### src/design/fsc_pkg.sv
package fsc_pkg;

	localparam int SLOT_COUNT = 32;
	localparam int SLOT_W     = (SLOT_COUNT > 1) ? $clog2(SLOT_COUNT) : 1;
	localparam int CMD_W      = 2;
	localparam int TAG_W      = 15;
	localparam int SLOT_OUT_W = 5;

	localparam logic [CMD_W-1:0] CMD_LOOKUP = 2'd0;
	localparam logic [CMD_W-1:0] CMD_CLEAR  = 2'd1;
	localparam logic [CMD_W-1:0] CMD_INVAL  = 2'd2;

	// controller to datapath
	typedef struct packed {
		logic load;
		logic compare;
		logic commit;
	} dp_cmd_t;

	// datapath to controller
	typedef struct packed {
		logic out_free;
	} dp_sts_t;

endpackage

### src/design/fsc_ctrl.sv
module fsc_ctrl (
	input  logic            clk,
	input  logic            arst_n,
	input  logic            in_valid,
	output logic            in_stall,
	input  fsc_pkg::dp_sts_t sts,
	output fsc_pkg::dp_cmd_t dp_cmd
);
	import fsc_pkg::*;

	localparam logic [1:0] ST_IDLE = 2'd0;
	localparam logic [1:0] ST_CMP  = 2'd1;
	localparam logic [1:0] ST_RES  = 2'd2;

	logic [1:0] state_q;
	logic [1:0] state_d;

	always_comb begin
		state_d        = state_q;
		dp_cmd.load    = 1'b0;
		dp_cmd.compare = 1'b0;
		dp_cmd.commit  = 1'b0;
		in_stall       = 1'b1;
		case (state_q)
			ST_IDLE: begin
				in_stall = 1'b0;
				if (in_valid) begin
					dp_cmd.load = 1'b1;
					state_d     = ST_CMP;
				end
			end
			ST_CMP: begin
				dp_cmd.compare = 1'b1;
				state_d        = ST_RES;
			end
			ST_RES: begin
				if (sts.out_free) begin
					dp_cmd.commit = 1'b1;
					state_d       = ST_IDLE;
				end
			end
			default: begin
				state_d = ST_IDLE;
			end
		endcase
	end

	always_ff @(posedge clk or negedge arst_n) begin
		if (!arst_n) begin
			state_q <= ST_IDLE;
		end else begin
			state_q <= state_d;
		end
	end

endmodule

### src/design/fsc_dp.sv
module fsc_dp (
	input  logic                           clk,
	input  logic                           arst_n,
	input  fsc_pkg::dp_cmd_t               dp_cmd,
	output fsc_pkg::dp_sts_t               sts,
	input  logic [fsc_pkg::CMD_W-1:0]      cmd,
	input  logic [fsc_pkg::TAG_W-1:0]      anim_number,
	input  logic [fsc_pkg::TAG_W-1:0]      frame_number,
	output logic                           out_valid,
	input  logic                           out_stall,
	output logic [fsc_pkg::SLOT_OUT_W-1:0] slot,
	output logic                           hit,
	output logic                           full_res
);
	import fsc_pkg::*;

	logic [TAG_W-1:0]      anim_tag_q  [SLOT_COUNT];
	logic [TAG_W-1:0]      frame_tag_q [SLOT_COUNT];
	logic [SLOT_COUNT-1:0] mark_q;
	logic [SLOT_W-1:0]     ptr_q;

	logic [CMD_W-1:0]      cmd_q;
	logic [TAG_W-1:0]      anim_q;
	logic [TAG_W-1:0]      frame_q;

	logic [SLOT_COUNT-1:0] hit_vec_s1;
	logic [SLOT_COUNT-1:0] anim_vec_s1;

	logic                  out_valid_q;
	logic [SLOT_OUT_W-1:0] slot_q;
	logic                  hit_q;
	logic                  full_q;

	logic [SLOT_W-1:0]     hit_idx;
	logic [SLOT_W-1:0]     free_idx;
	logic [SLOT_W-1:0]     wrap_idx;
	logic                  any_hit;
	logic                  any_free;
	logic                  any_upper;
	logic [SLOT_COUNT-1:0] free_vec;
	logic [SLOT_COUNT-1:0] upper_vec;
	logic [SLOT_W-1:0]     res_idx;
	logic [SLOT_W+SLOT_OUT_W-1:0] res_ext;
	logic                  do_alloc;
	logic                  do_hit;
	logic                  do_full;

	assign sts.out_free = !out_valid_q || !out_stall;

	// lowest hit, and first free slot searched circularly from the pointer
	always_comb begin
		hit_idx   = '0;
		wrap_idx  = '0;
		free_idx  = '0;
		free_vec  = ~mark_q;
		upper_vec = '0;
		for (int i = SLOT_COUNT - 1; i >= 0; i--) begin
			upper_vec[i] = free_vec[i] && (SLOT_W'(i) >= ptr_q);
			if (hit_vec_s1[i]) begin
				hit_idx = SLOT_W'(i);
			end
			if (free_vec[i]) begin
				wrap_idx = SLOT_W'(i);
			end
		end
		for (int i = SLOT_COUNT - 1; i >= 0; i--) begin
			if (upper_vec[i]) begin
				free_idx = SLOT_W'(i);
			end
		end
		any_hit   = |hit_vec_s1;
		any_free  = |free_vec;
		any_upper = |upper_vec;
		if (!any_upper) begin
			free_idx = wrap_idx;
		end
	end

	assign do_hit   = (cmd_q == CMD_LOOKUP) && any_hit;
	assign do_alloc = (cmd_q == CMD_LOOKUP) && !any_hit && any_free;
	assign do_full  = (cmd_q == CMD_LOOKUP) && !any_hit && !any_free;

	always_comb begin
		res_idx = '0;
		if (do_hit) begin
			res_idx = hit_idx;
		end else if (do_alloc) begin
			res_idx = free_idx;
		end
	end

	assign res_ext = {{SLOT_OUT_W{1'b0}}, res_idx};

	// request capture and tag compare
	always_ff @(posedge clk) begin
		if (dp_cmd.load) begin
			cmd_q   <= cmd;
			anim_q  <= anim_number;
			frame_q <= frame_number;
		end
		if (dp_cmd.compare) begin
			for (int i = 0; i < SLOT_COUNT; i++) begin
				anim_vec_s1[i] <= (anim_tag_q[i] == anim_q);
				hit_vec_s1[i]  <= (anim_tag_q[i] == anim_q) && (frame_tag_q[i] == frame_q);
			end
		end
	end

	// slot state
	always_ff @(posedge clk or negedge arst_n) begin
		if (!arst_n) begin
			for (int i = 0; i < SLOT_COUNT; i++) begin
				anim_tag_q[i]  <= '0;
				frame_tag_q[i] <= '0;
			end
			mark_q <= '0;
			ptr_q  <= '0;
		end else if (dp_cmd.commit) begin
			case (cmd_q)
				CMD_LOOKUP: begin
					if (do_hit) begin
						mark_q[hit_idx] <= 1'b1;
					end else if (do_alloc) begin
						anim_tag_q[free_idx]  <= anim_q;
						frame_tag_q[free_idx] <= frame_q;
						mark_q[free_idx]      <= 1'b1;
						ptr_q <= (free_idx == SLOT_W'(SLOT_COUNT - 1)) ? '0
							: free_idx + SLOT_W'(1);
					end
				end
				CMD_CLEAR: begin
					mark_q <= '0;
				end
				CMD_INVAL: begin
					for (int i = 0; i < SLOT_COUNT; i++) begin
						if (anim_vec_s1[i]) begin
							anim_tag_q[i]  <= '0;
							frame_tag_q[i] <= '0;
							mark_q[i]      <= 1'b0;
						end
					end
				end
				default: begin
				end
			endcase
		end
	end

	// output word register
	always_ff @(posedge clk or negedge arst_n) begin
		if (!arst_n) begin
			out_valid_q <= 1'b0;
		end else if (dp_cmd.commit) begin
			out_valid_q <= 1'b1;
		end else if (!out_stall) begin
			out_valid_q <= 1'b0;
		end
	end

	always_ff @(posedge clk) begin
		if (dp_cmd.commit) begin
			slot_q <= res_ext[SLOT_OUT_W-1:0];
			hit_q  <= do_hit;
			full_q <= do_full;
		end
	end

	assign out_valid = out_valid_q;
	assign slot      = slot_q;
	assign hit       = hit_q;
	assign full_res  = full_q;

	a_commit_free: assert property (@(posedge clk) disable iff (!arst_n)
		dp_cmd.commit |-> sts.out_free)
		else $error("commit while output word still held");

	a_hit_or_full: assert property (@(posedge clk) disable iff (!arst_n)
		out_valid_q |-> !(hit_q && full_q))
		else $error("result flags both hit and full");

	a_hit_keeps_ptr: assert property (@(posedge clk) disable iff (!arst_n)
		(dp_cmd.commit && do_hit) |=> $stable(ptr_q))
		else $error("pointer moved on a hit");

	a_clear_marks: assert property (@(posedge clk) disable iff (!arst_n)
		(dp_cmd.commit && (cmd_q == CMD_CLEAR)) |=> (mark_q == '0))
		else $error("marks left after clear");

	a_full_no_change: assert property (@(posedge clk) disable iff (!arst_n)
		(dp_cmd.commit && do_full) |=> ($stable(mark_q) && $stable(ptr_q)))
		else $error("state changed on a full miss");

endmodule

### src/design/frame_slot_cache.sv
// fully associative cache of SLOT_COUNT slots tagged by animation and frame number, each
// with an in-use mark and a shared round-robin pointer. cmd 0 looks up a frame: a hit
// returns the lowest matching slot and marks it; a miss takes the first unmarked slot at or
// after the pointer (wrapping), writes its tags, marks it and moves the pointer past it; if
// every slot is marked the word reports full_res and nothing changes. cmd 1 clears all
// marks, cmd 2 invalidates every slot holding anim_number, cmd 3 does nothing; these return
// slot 0, hit 0, full_res 0. invalidated slots and all slots after reset hold animation 0,
// frame 0. every input word gives exactly one output word. a word goes through accept,
// parallel tag compare across all slots into registered hit vectors, then priority and
// circular free-slot search that updates the slot state and loads the output register. a new
// word is accepted while the previous result waits in the output register; the commit cycle
// waits only while that register is still held by out_stall.
module frame_slot_cache (
	input  logic                           clk,
	input  logic                           arst_n,
	input  logic                           in_valid,
	output logic                           in_stall,
	input  logic [fsc_pkg::CMD_W-1:0]      cmd,
	input  logic [fsc_pkg::TAG_W-1:0]      anim_number,
	input  logic [fsc_pkg::TAG_W-1:0]      frame_number,
	output logic                           out_valid,
	input  logic                           out_stall,
	output logic [fsc_pkg::SLOT_OUT_W-1:0] slot,
	output logic                           hit,
	output logic                           full_res
);
	import fsc_pkg::*;

	// sequencing commands and datapath status
	dp_cmd_t dp_cmd;
	dp_sts_t dp_sts;

	// sequencer: accept, compare, commit
	fsc_ctrl u_ctrl (
		.clk      (clk),
		.arst_n   (arst_n),
		.in_valid (in_valid),
		.in_stall (in_stall),
		.sts      (dp_sts),
		.dp_cmd   (dp_cmd)
	);

	// tags, marks, pointer, search logic and output word register
	fsc_dp u_dp (
		.clk          (clk),
		.arst_n       (arst_n),
		.dp_cmd       (dp_cmd),
		.sts          (dp_sts),
		.cmd          (cmd),
		.anim_number  (anim_number),
		.frame_number (frame_number),
		.out_valid    (out_valid),
		.out_stall    (out_stall),
		.slot         (slot),
		.hit          (hit),
		.full_res     (full_res)
	);

endmodule

### config.mk
export PLATFORM = sky130hd
export DESIGN_NAME = frame_slot_cache
export DESIGN_NICKNAME = d
export VERILOG_FILES = /design/src/design/fsc_pkg.sv /design/src/design/fsc_ctrl.sv /design/src/design/fsc_dp.sv /design/src/design/frame_slot_cache.sv
export SDC_FILE = /design/constraint.sdc
export NUM_CORES = 2
export LEC_CHECK = 0
export BUFFER_PORTS_ARGS = -buffer_cell sky130_fd_sc_hd__buf_2
export CAP_MARGIN = 20
export CORE_MARGIN = 2
export CORE_UTILIZATION = 40
export CTS_BUF_LIST = sky130_fd_sc_hd__clkbuf_4
export DETAILED_ROUTE_END_ITERATION = 6
export GPL_TIMING_DRIVEN = 0
export SLEW_MARGIN = 0
export SYNTH_ARGS = -nofsm -noshare
export SYNTH_HDL_FRONTEND = slang
export SYNTH_SLANG_ARGS = --single-unit
### constraint.sdc
create_clock -name clk -period 4 [get_ports clk]
set_input_delay 0.2 -clock clk [delete_from_list [all_inputs] [get_ports clk]]
set_output_delay 0.2 -clock clk [all_outputs]
set_load 0.01 [all_outputs]
* Word-level counts from Yosys, hierarchy flattened
Index checks and enable logic that the tools add are counted.
** Storage, ports and cells
- Register bits :: 1103
- Bits of input ports :: 36
- Output and inout bits :: 9
- Word-level logic and storage cells :: 599
** Cells by class
- Add/sub/neg operators :: 1
- $lt $le $gt $ge :: 38
- Equality and inequality tests :: 107
- Mux-type cells :: 192
- Bitwise logic cells :: 5
- Reductions and logical operators :: 149
** Operator list (number)
- $mux 480 :: 4
- $pmux 480 s2 :: 2
- $bwmux 480 :: 2
- $eq 15x15->1 :: 64
- $mux 5 :: 100
- $mux 15 :: 33
- $reduce_and 5->1 :: 32
- $reduce_and 4->1 :: 33
- $pmux 32 s3 :: 1
- $reduce_or 32->1 :: 3
- $ge 5x5->1 const A :: 16
- $demux 15 s5 :: 1
- $logic_and 1x1->1 :: 71
- $ne 2x1->1 const B :: 34
- $mux 32 :: 2
- $or 32x32->32 :: 2
- $mux 1 :: 42
- $ge 4x5->1 const A :: 8
- $not 32->32 :: 1
- $ge 3x5->1 const A :: 4
- $lt 5x6->1 const B :: 2
- $demux 1 s5 :: 2
- $ge 1x5->1 const A :: 2
- $ge 2x5->1 const A :: 2
- other kinds (19) :: 29

* Longest topological paths before layout
- Word-level depth :: 44
- Mapped depth :: 17
- Depth with buffers taken out :: 12

* Cells and area by module
Synthesis repeated with hierarchy kept, for this count alone.
** Second synthesis, totals
- Cell total of the unflattened synthesis :: 4610
- Area total of the unflattened synthesis :: 53038.4 um^2
** Modules (own cells, without submodules)
- fsc_dp :: times used 1, cells each 4599, area each 52932.0 um^2, sequential area each 28066.9 um^2
- fsc_ctrl :: times used 1, cells each 11, area each 106.4 um^2, sequential area each 50.0 um^2

* Least setup slack after synthesis
Ideal clock, no wire load.
- Path kind :: reg2reg
- Start point :: reg u_dp.ptr_q[4]
- End point :: reg u_dp.anim_tag_q[129] (netlist name)
- Library setup time :: 132 ps
- Arrival :: 3896 ps
- Data required time :: 3868 ps
- Slack :: -27 ps
- Cell stages (with the launch flop) :: 18
- Path buffers :: 6
- Period minus slack after synthesis :: 4027 ps
- Cell sequence :: dfrtp_1 buf_2 buf_4 clkbuf_1 a31oi_1 a311oi_1 nor3_1 o21ai_0 a21oi_1 o311ai_0 ha_1 clkbuf_1 clkinv_1 or3_1 clkbuf_1 a21o_1 buf_2 o2bb2ai_1
** Between the ends
- Word-level cells in the longest chain between the ends :: 44
- Elaborated cells between the ends (all ways) :: 108
- Classes of those cells :: order compare (34); mux (39); bitwise (1); reduce/logical (34)
** RTL lines
- start: declaration :: line fsc_dp.sv:20 : logic [SLOT_W-1:0] ptr_q;
- start signal: assignment :: line fsc_dp.sv:127 : ptr_q <= (free_idx == SLOT_W'(SLOT_COUNT - 1)) ? '0
- $ge 5x5->1 :: line fsc_dp.sv:58 : upper_vec[i] = free_vec[i] && (SLOT_W'(i) >= ptr_q);
- $logic_and 1x1->1 :: line fsc_dp.sv:58
- $mux 5 (32 in series) :: line fsc_dp.sv:67 : if (upper_vec[i]) begin
- $mux 5 (*) :: line fsc_dp.sv:74 : if (!any_upper) begin
- $not 5->6 (not written as such) (*) :: line fsc_dp.sv:124 : anim_tag_q[free_idx] <= anim_q;
- $ge 6x6->1 (not written as such) or $lt 6x1->1 (tied branches) :: line fsc_dp.sv:124
- $logic_and 1x1->1 (not written as such) :: line fsc_dp.sv:124
- $mux 15 (not written as such) :: line fsc_dp.sv:124
- $demux 15 s5 (*) :: line fsc_dp.sv:124
- $bwmux 480 (*) :: line fsc_dp.sv:124
- $mux 480 (*) :: line fsc_dp.sv:123 : end else if (do_alloc) begin
- $mux 480 (*) :: line fsc_dp.sv:121 : if (do_hit) begin
- $pmux 480 s2 (*) :: line fsc_dp.sv:119 : case (cmd_q)
- end signal: indexed assignment :: line fsc_dp.sv:124
- end: declaration :: line fsc_dp.sv:17 : logic [TAG_W-1:0] anim_tag_q [SLOT_COUNT];
Mark *: on every way between the ends. The rest lies on a longest branch, timed or not. The select of a mux whose other input is x is not followed.
A chain may end at the register's enable or synchronous reset.

* Worst setup path in the final report
- Start point :: reg u_dp.ptr_q[4]
- End point :: reg u_dp.anim_tag_q[468] (netlist name)
The elaborated chain is that of the path after synthesis.

==> metrics.md <==
| Metric | Value |
|---|---|
| Crit path launch | `u_dp.ptr_q[4]` |
| DR vias | `43600` |
| Busiest grt layer | `met2` |
| CP Capture Type | `flip-flop` |
| P_leak | `26.4 nW` |
| Grt met3 use | `7.21%` |
| Critical path type | `reg2reg` |
| Clk buf depth | `4` |
| Num CTS Buffers | `329` |
| Fin Setup TNS | `-210 ps` |
| Vias in the first global route | `43600` |
| Clk_lat worst skew | `between 1000 and 1500 ps` |
| Syn Area/Cell | `11.6 sq um` |
| Final WS setup | `-27.2 ps` |
| CTS tree | `done` |
| Power per cell area | `440 mW/mm^2` |
| First-pass GRT wire length | `311000 um` |
| CP Depth | `15` |
| H-tree depth | `5` |
| Grt met2 use | `a little under half` |
| Core box area | `0.132 sq mm` |
| Antenna Nets Post-Route | `0` |
| Placed Cells | `roughly 6500` |
| Worst min path class | `in2async` |
| Design area | `0.0630 sq mm` |
| Initial Util | `roughly 40%` |
| Mapped Nets | `4645` |
| # IOs | `45` |
| M1 GR Usage | `between 40% and 50%` |
| #FFs+latches synth | `1103` |
| Pre-CTS setup slack | `-1830 ps` |
| Final worst-path cycle share | `101%` |
| Die H | `approximately 370 um` |
| Die area | `0.136 sq mm` |
| Max FO, Critical Path | `10` |
| DRC Markers | `0` |
| Asr flop ratio synth | `90.7%` |
| Slowest cell on crit path | `o21ai_1` |
| CP Launch Type | `flip-flop` |
| Initial antenna violation count | `7` |
| Seq/Total Area, Yosys | `52.8%` |
| Peak VDD IR | `287 uV` |
| Mapped Cells | `around 4600` |
| Fin cells | `a little over 7000` |
| Post-synth EDFFs | `roughly 100` |
| CP Cell Sequence | `buf_6, and4_1, and3_1, o311ai_0, a21oi_1, o221ai_1, a32o_2, inv_2, ha_4, buf_4, nand2_1, nor3_1, o21ai_1, clkbuf_2, a22o_1` |
| Hold Slack | `25.7 ps` |
| WP buf/inv | `4` |
| Failing checks | `setup timing` |
| Post-placement cell area | `between 0.05 and 0.06 sq mm` |
| Nets | `between 5000 and 6000` |
| F_max | `248 MHz` |
| Cell count of the worst reg-to-reg path | `15` |
| Outcome | `complete, but fails checks` |
| Gr usage total | `31.5%` |
| Number of max-cap violations | `0` |
| HPWL after DPL | `around 160000 um` |
| Mapped cell area | `about 0.053 sq mm` |
| Worst R2R Start | `u_dp.ptr_q[4]` |
| Final setup fails | `15` |
| Die X | `about 370 um` |
| Worst EP arrival | `roughly 5200 ps` |
| Post-layout min period | `4030 ps` |
| Pin count of the biggest net entering global routing | `162` |
| WL/cell | `30.2 um` |
| Max_slew headroom | `12.6%` |
| Layout cell share with drive strength beyond 1 | `18.5%` |
| Synth warnings | `0` |
| CP required | `5180 ps` |
| Vias/cell | `6.09` |
| Clock root buffer | `clkbuf_4` |
| Largest delay share family, worst path | `compound AO/OA/AOI/OAI gates` |
| IO Port Bufs | `44` |
| Final WL | `around 220000 um` |
| Hold Violations, Final | `0` |
| CTS sink cnt | `1103` |
| Slowest stage delay, CP | `500 ps` |
| CTS clk-pin slew, worst paths | `80 ps` |
| Main synth FF type | `dfrtp_1` |
| Layout overhead on the synthesized area | `18.3%` |
| Cell variety after synth | `85` |
| Slew Viols, Final | `0` |
| Global placement routability congestion | `~0.99` |
| Fill cells | `approximately 12000` |
| Iteration-0 DRC Markers | `4656` |
| Multi-input gate area in the final layout | `roughly 0.024 sq mm` |
| DR pass1 iterations | `5` |
| Row Count | `133` |
| Slew @ Worst Pin | `~1300 ps` |
| Clock Skew | `138 ps` |
| Gr ovfl total | `0` |
| Register area | `about 0.028 sq mm` |
## cells in the mapped netlist, types with 6 or more instances
library cell / count / area, sq um
buf_1: 43 / 161
nor4_1: 147 / 920
nor2b_1: 16 / 100
o21ai_1: 16 / 80.1
a221oi_1: 9 / 78.8
a31oi_1: 11 / 68.8
and3_1: 10 / 62.6
o21bai_1: 6 / 45.0
or2_2: 6 / 37.5
a21oi_1: 89 / 445
o21ai_0: 82 / 410
o31ai_1: 9 / 67.6
buf_2: 105 / 526
nand2b_1: 21 / 131
nand4_1: 146 / 913
and2_1: 12 / 75.1
or3_1: 12 / 75.1
dfrtp_1: 1000 / 25000
xnor2_1: 609 / 5330
o2bb2ai_1: 422 / 3700
a21o_1: 19 / 143
nor2_1: 93 / 349
xor2_1: 352 / 3080
inv_1: 27 / 101
and4_1: 35 / 307
o21a_1: 6 / 45.0
a211oi_1: 15 / 113
ha_1: 7 / 87.6
edfxtp_1: 103 / 3090
nand2_1: 160 / 601
clkbuf_1: 309 / 1160
a22o_1: 511 / 4480
nor3_1: 27 / 135
nand3_1: 60 / 300
## cell usage in the layout, fill, tap and decap left out, types with 103 or more instances in the layout
master and count:
clkbuf_4 496, clkbuf_1 217, buf_2 157, nand4_1 146, xor2_1 352, edfxtp_1 103
a22o_1 511, o2bb2ai_1 422, nor4_1 126, dfrtp_1 994, nand2_1 155, xnor2_1 609
## worst register-to-register path: cells and delay by family (launching register included)
family / cells / cell delay, ps
flip-flops: 1 / 450
AO/OA/AOI/OAI: 6 / 1850
adder cells (fa/ha/maj): 1 / 230
buffers and inverters: 4 / 850
AND/OR/NAND/NOR: 4 / 600
## state kept, by name, indices dropped and copies added, names as in the netlist
register	flops
u_ctrl.state_q	2
u_dp.anim_tag_q	480
u_dp.anim_q	15
u_dp.cmd_q	2
u_dp.mark_q	32
u_dp.frame_q	15
u_dp.hit_vec_s1	32
u_dp.slot	5
u_dp.frame_tag_q	480
u_dp.ptr_q	5
u_dp.full_res	1
u_dp.hit	1
u_dp.anim_vec_s1	32
u_dp.out_valid	1
## power breakdown
part / total [W] / leakage [nW] / internal (W) / switching, W
Combinational: 0.00481 / 9.01 / 0.00150 / 0.00331
Sequential: 0.0118 / 14.9 / 0.0116 / 0.000253
Clock: 0.0111 / 2.45 / 0.00581 / 0.00525
Total: 0.0277 / 26.4 / 0.0189 / 0.00882
## cell type report
cell class	count	area share, %
clock buffers	488	5.82
well taps	1755	3.49
repair buffers	240	4.09
flip-flops and latches	1103	44.7
clock inverters	78	0.652
inverters	29	0.181
multi-input cells	3004	37.8
plain buffers	449	3.30
diodes	12	0.0477
## cell families (layout without fill, tap and decap cells)
group,count (synthesis),after routing,synth area share [%]
AND/OR/NAND/NOR,768,768,7.95
multiplexers,5,5,0.0964
XOR/XNOR,961,961,15.8
buffers and inverters,495,1284,3.83
adder cells (fa/ha/maj),7,7,0.165
flip-flops,1103,1103,52.8
other,0,12,0
AO/OA/AOI/OAI,1263,1263,19.3
## stage by stage
stage | power, W | util (%)
3_3_place_gp | 0.0162 | 42.2
3_5_place_dp | 0.0164 | 43.3
5_1_grt | 0.0286 | 47.8
4_1_cts | 0.0276 | 47.4
2_1_floorplan | 0.0142 | -
6_report | 0.0277 | 47.8
## metal layers
| layer | part of all wire (%) | up-vias |
|---|---|---|
| met5 | 0.0079 | - |
| met4 | 6.3 | 2 |
| met3 | 9.0 | 636 |
| met2 | 44 | 2374 |
| met1 | 40 | 22300 |
| li1 | - | 18300 |
## what timing repair did
action,CTS,global route
gates cloned,0,1
buffers inserted,14,16
gates resized for setup,153,113
setup endpoints to repair,990,948
hold buffers,71,0
pin swaps,10,17
endpoints found under the hold margin,774,0
## final timing paths
kind	end	slack [ps]
max in group asynchronous	u_dp.anim_tag_q[320]	1700
min reg2reg	u_dp.frame_tag_q[314]	510
max	u_dp.anim_tag_q[468]	-30
min	u_dp.frame_tag_q[368]	30
min in group clk	u_dp.frame_q[13]	110
max reg2reg	u_dp.anim_tag_q[468]	-30
Power figures use the tool's default switching activity.
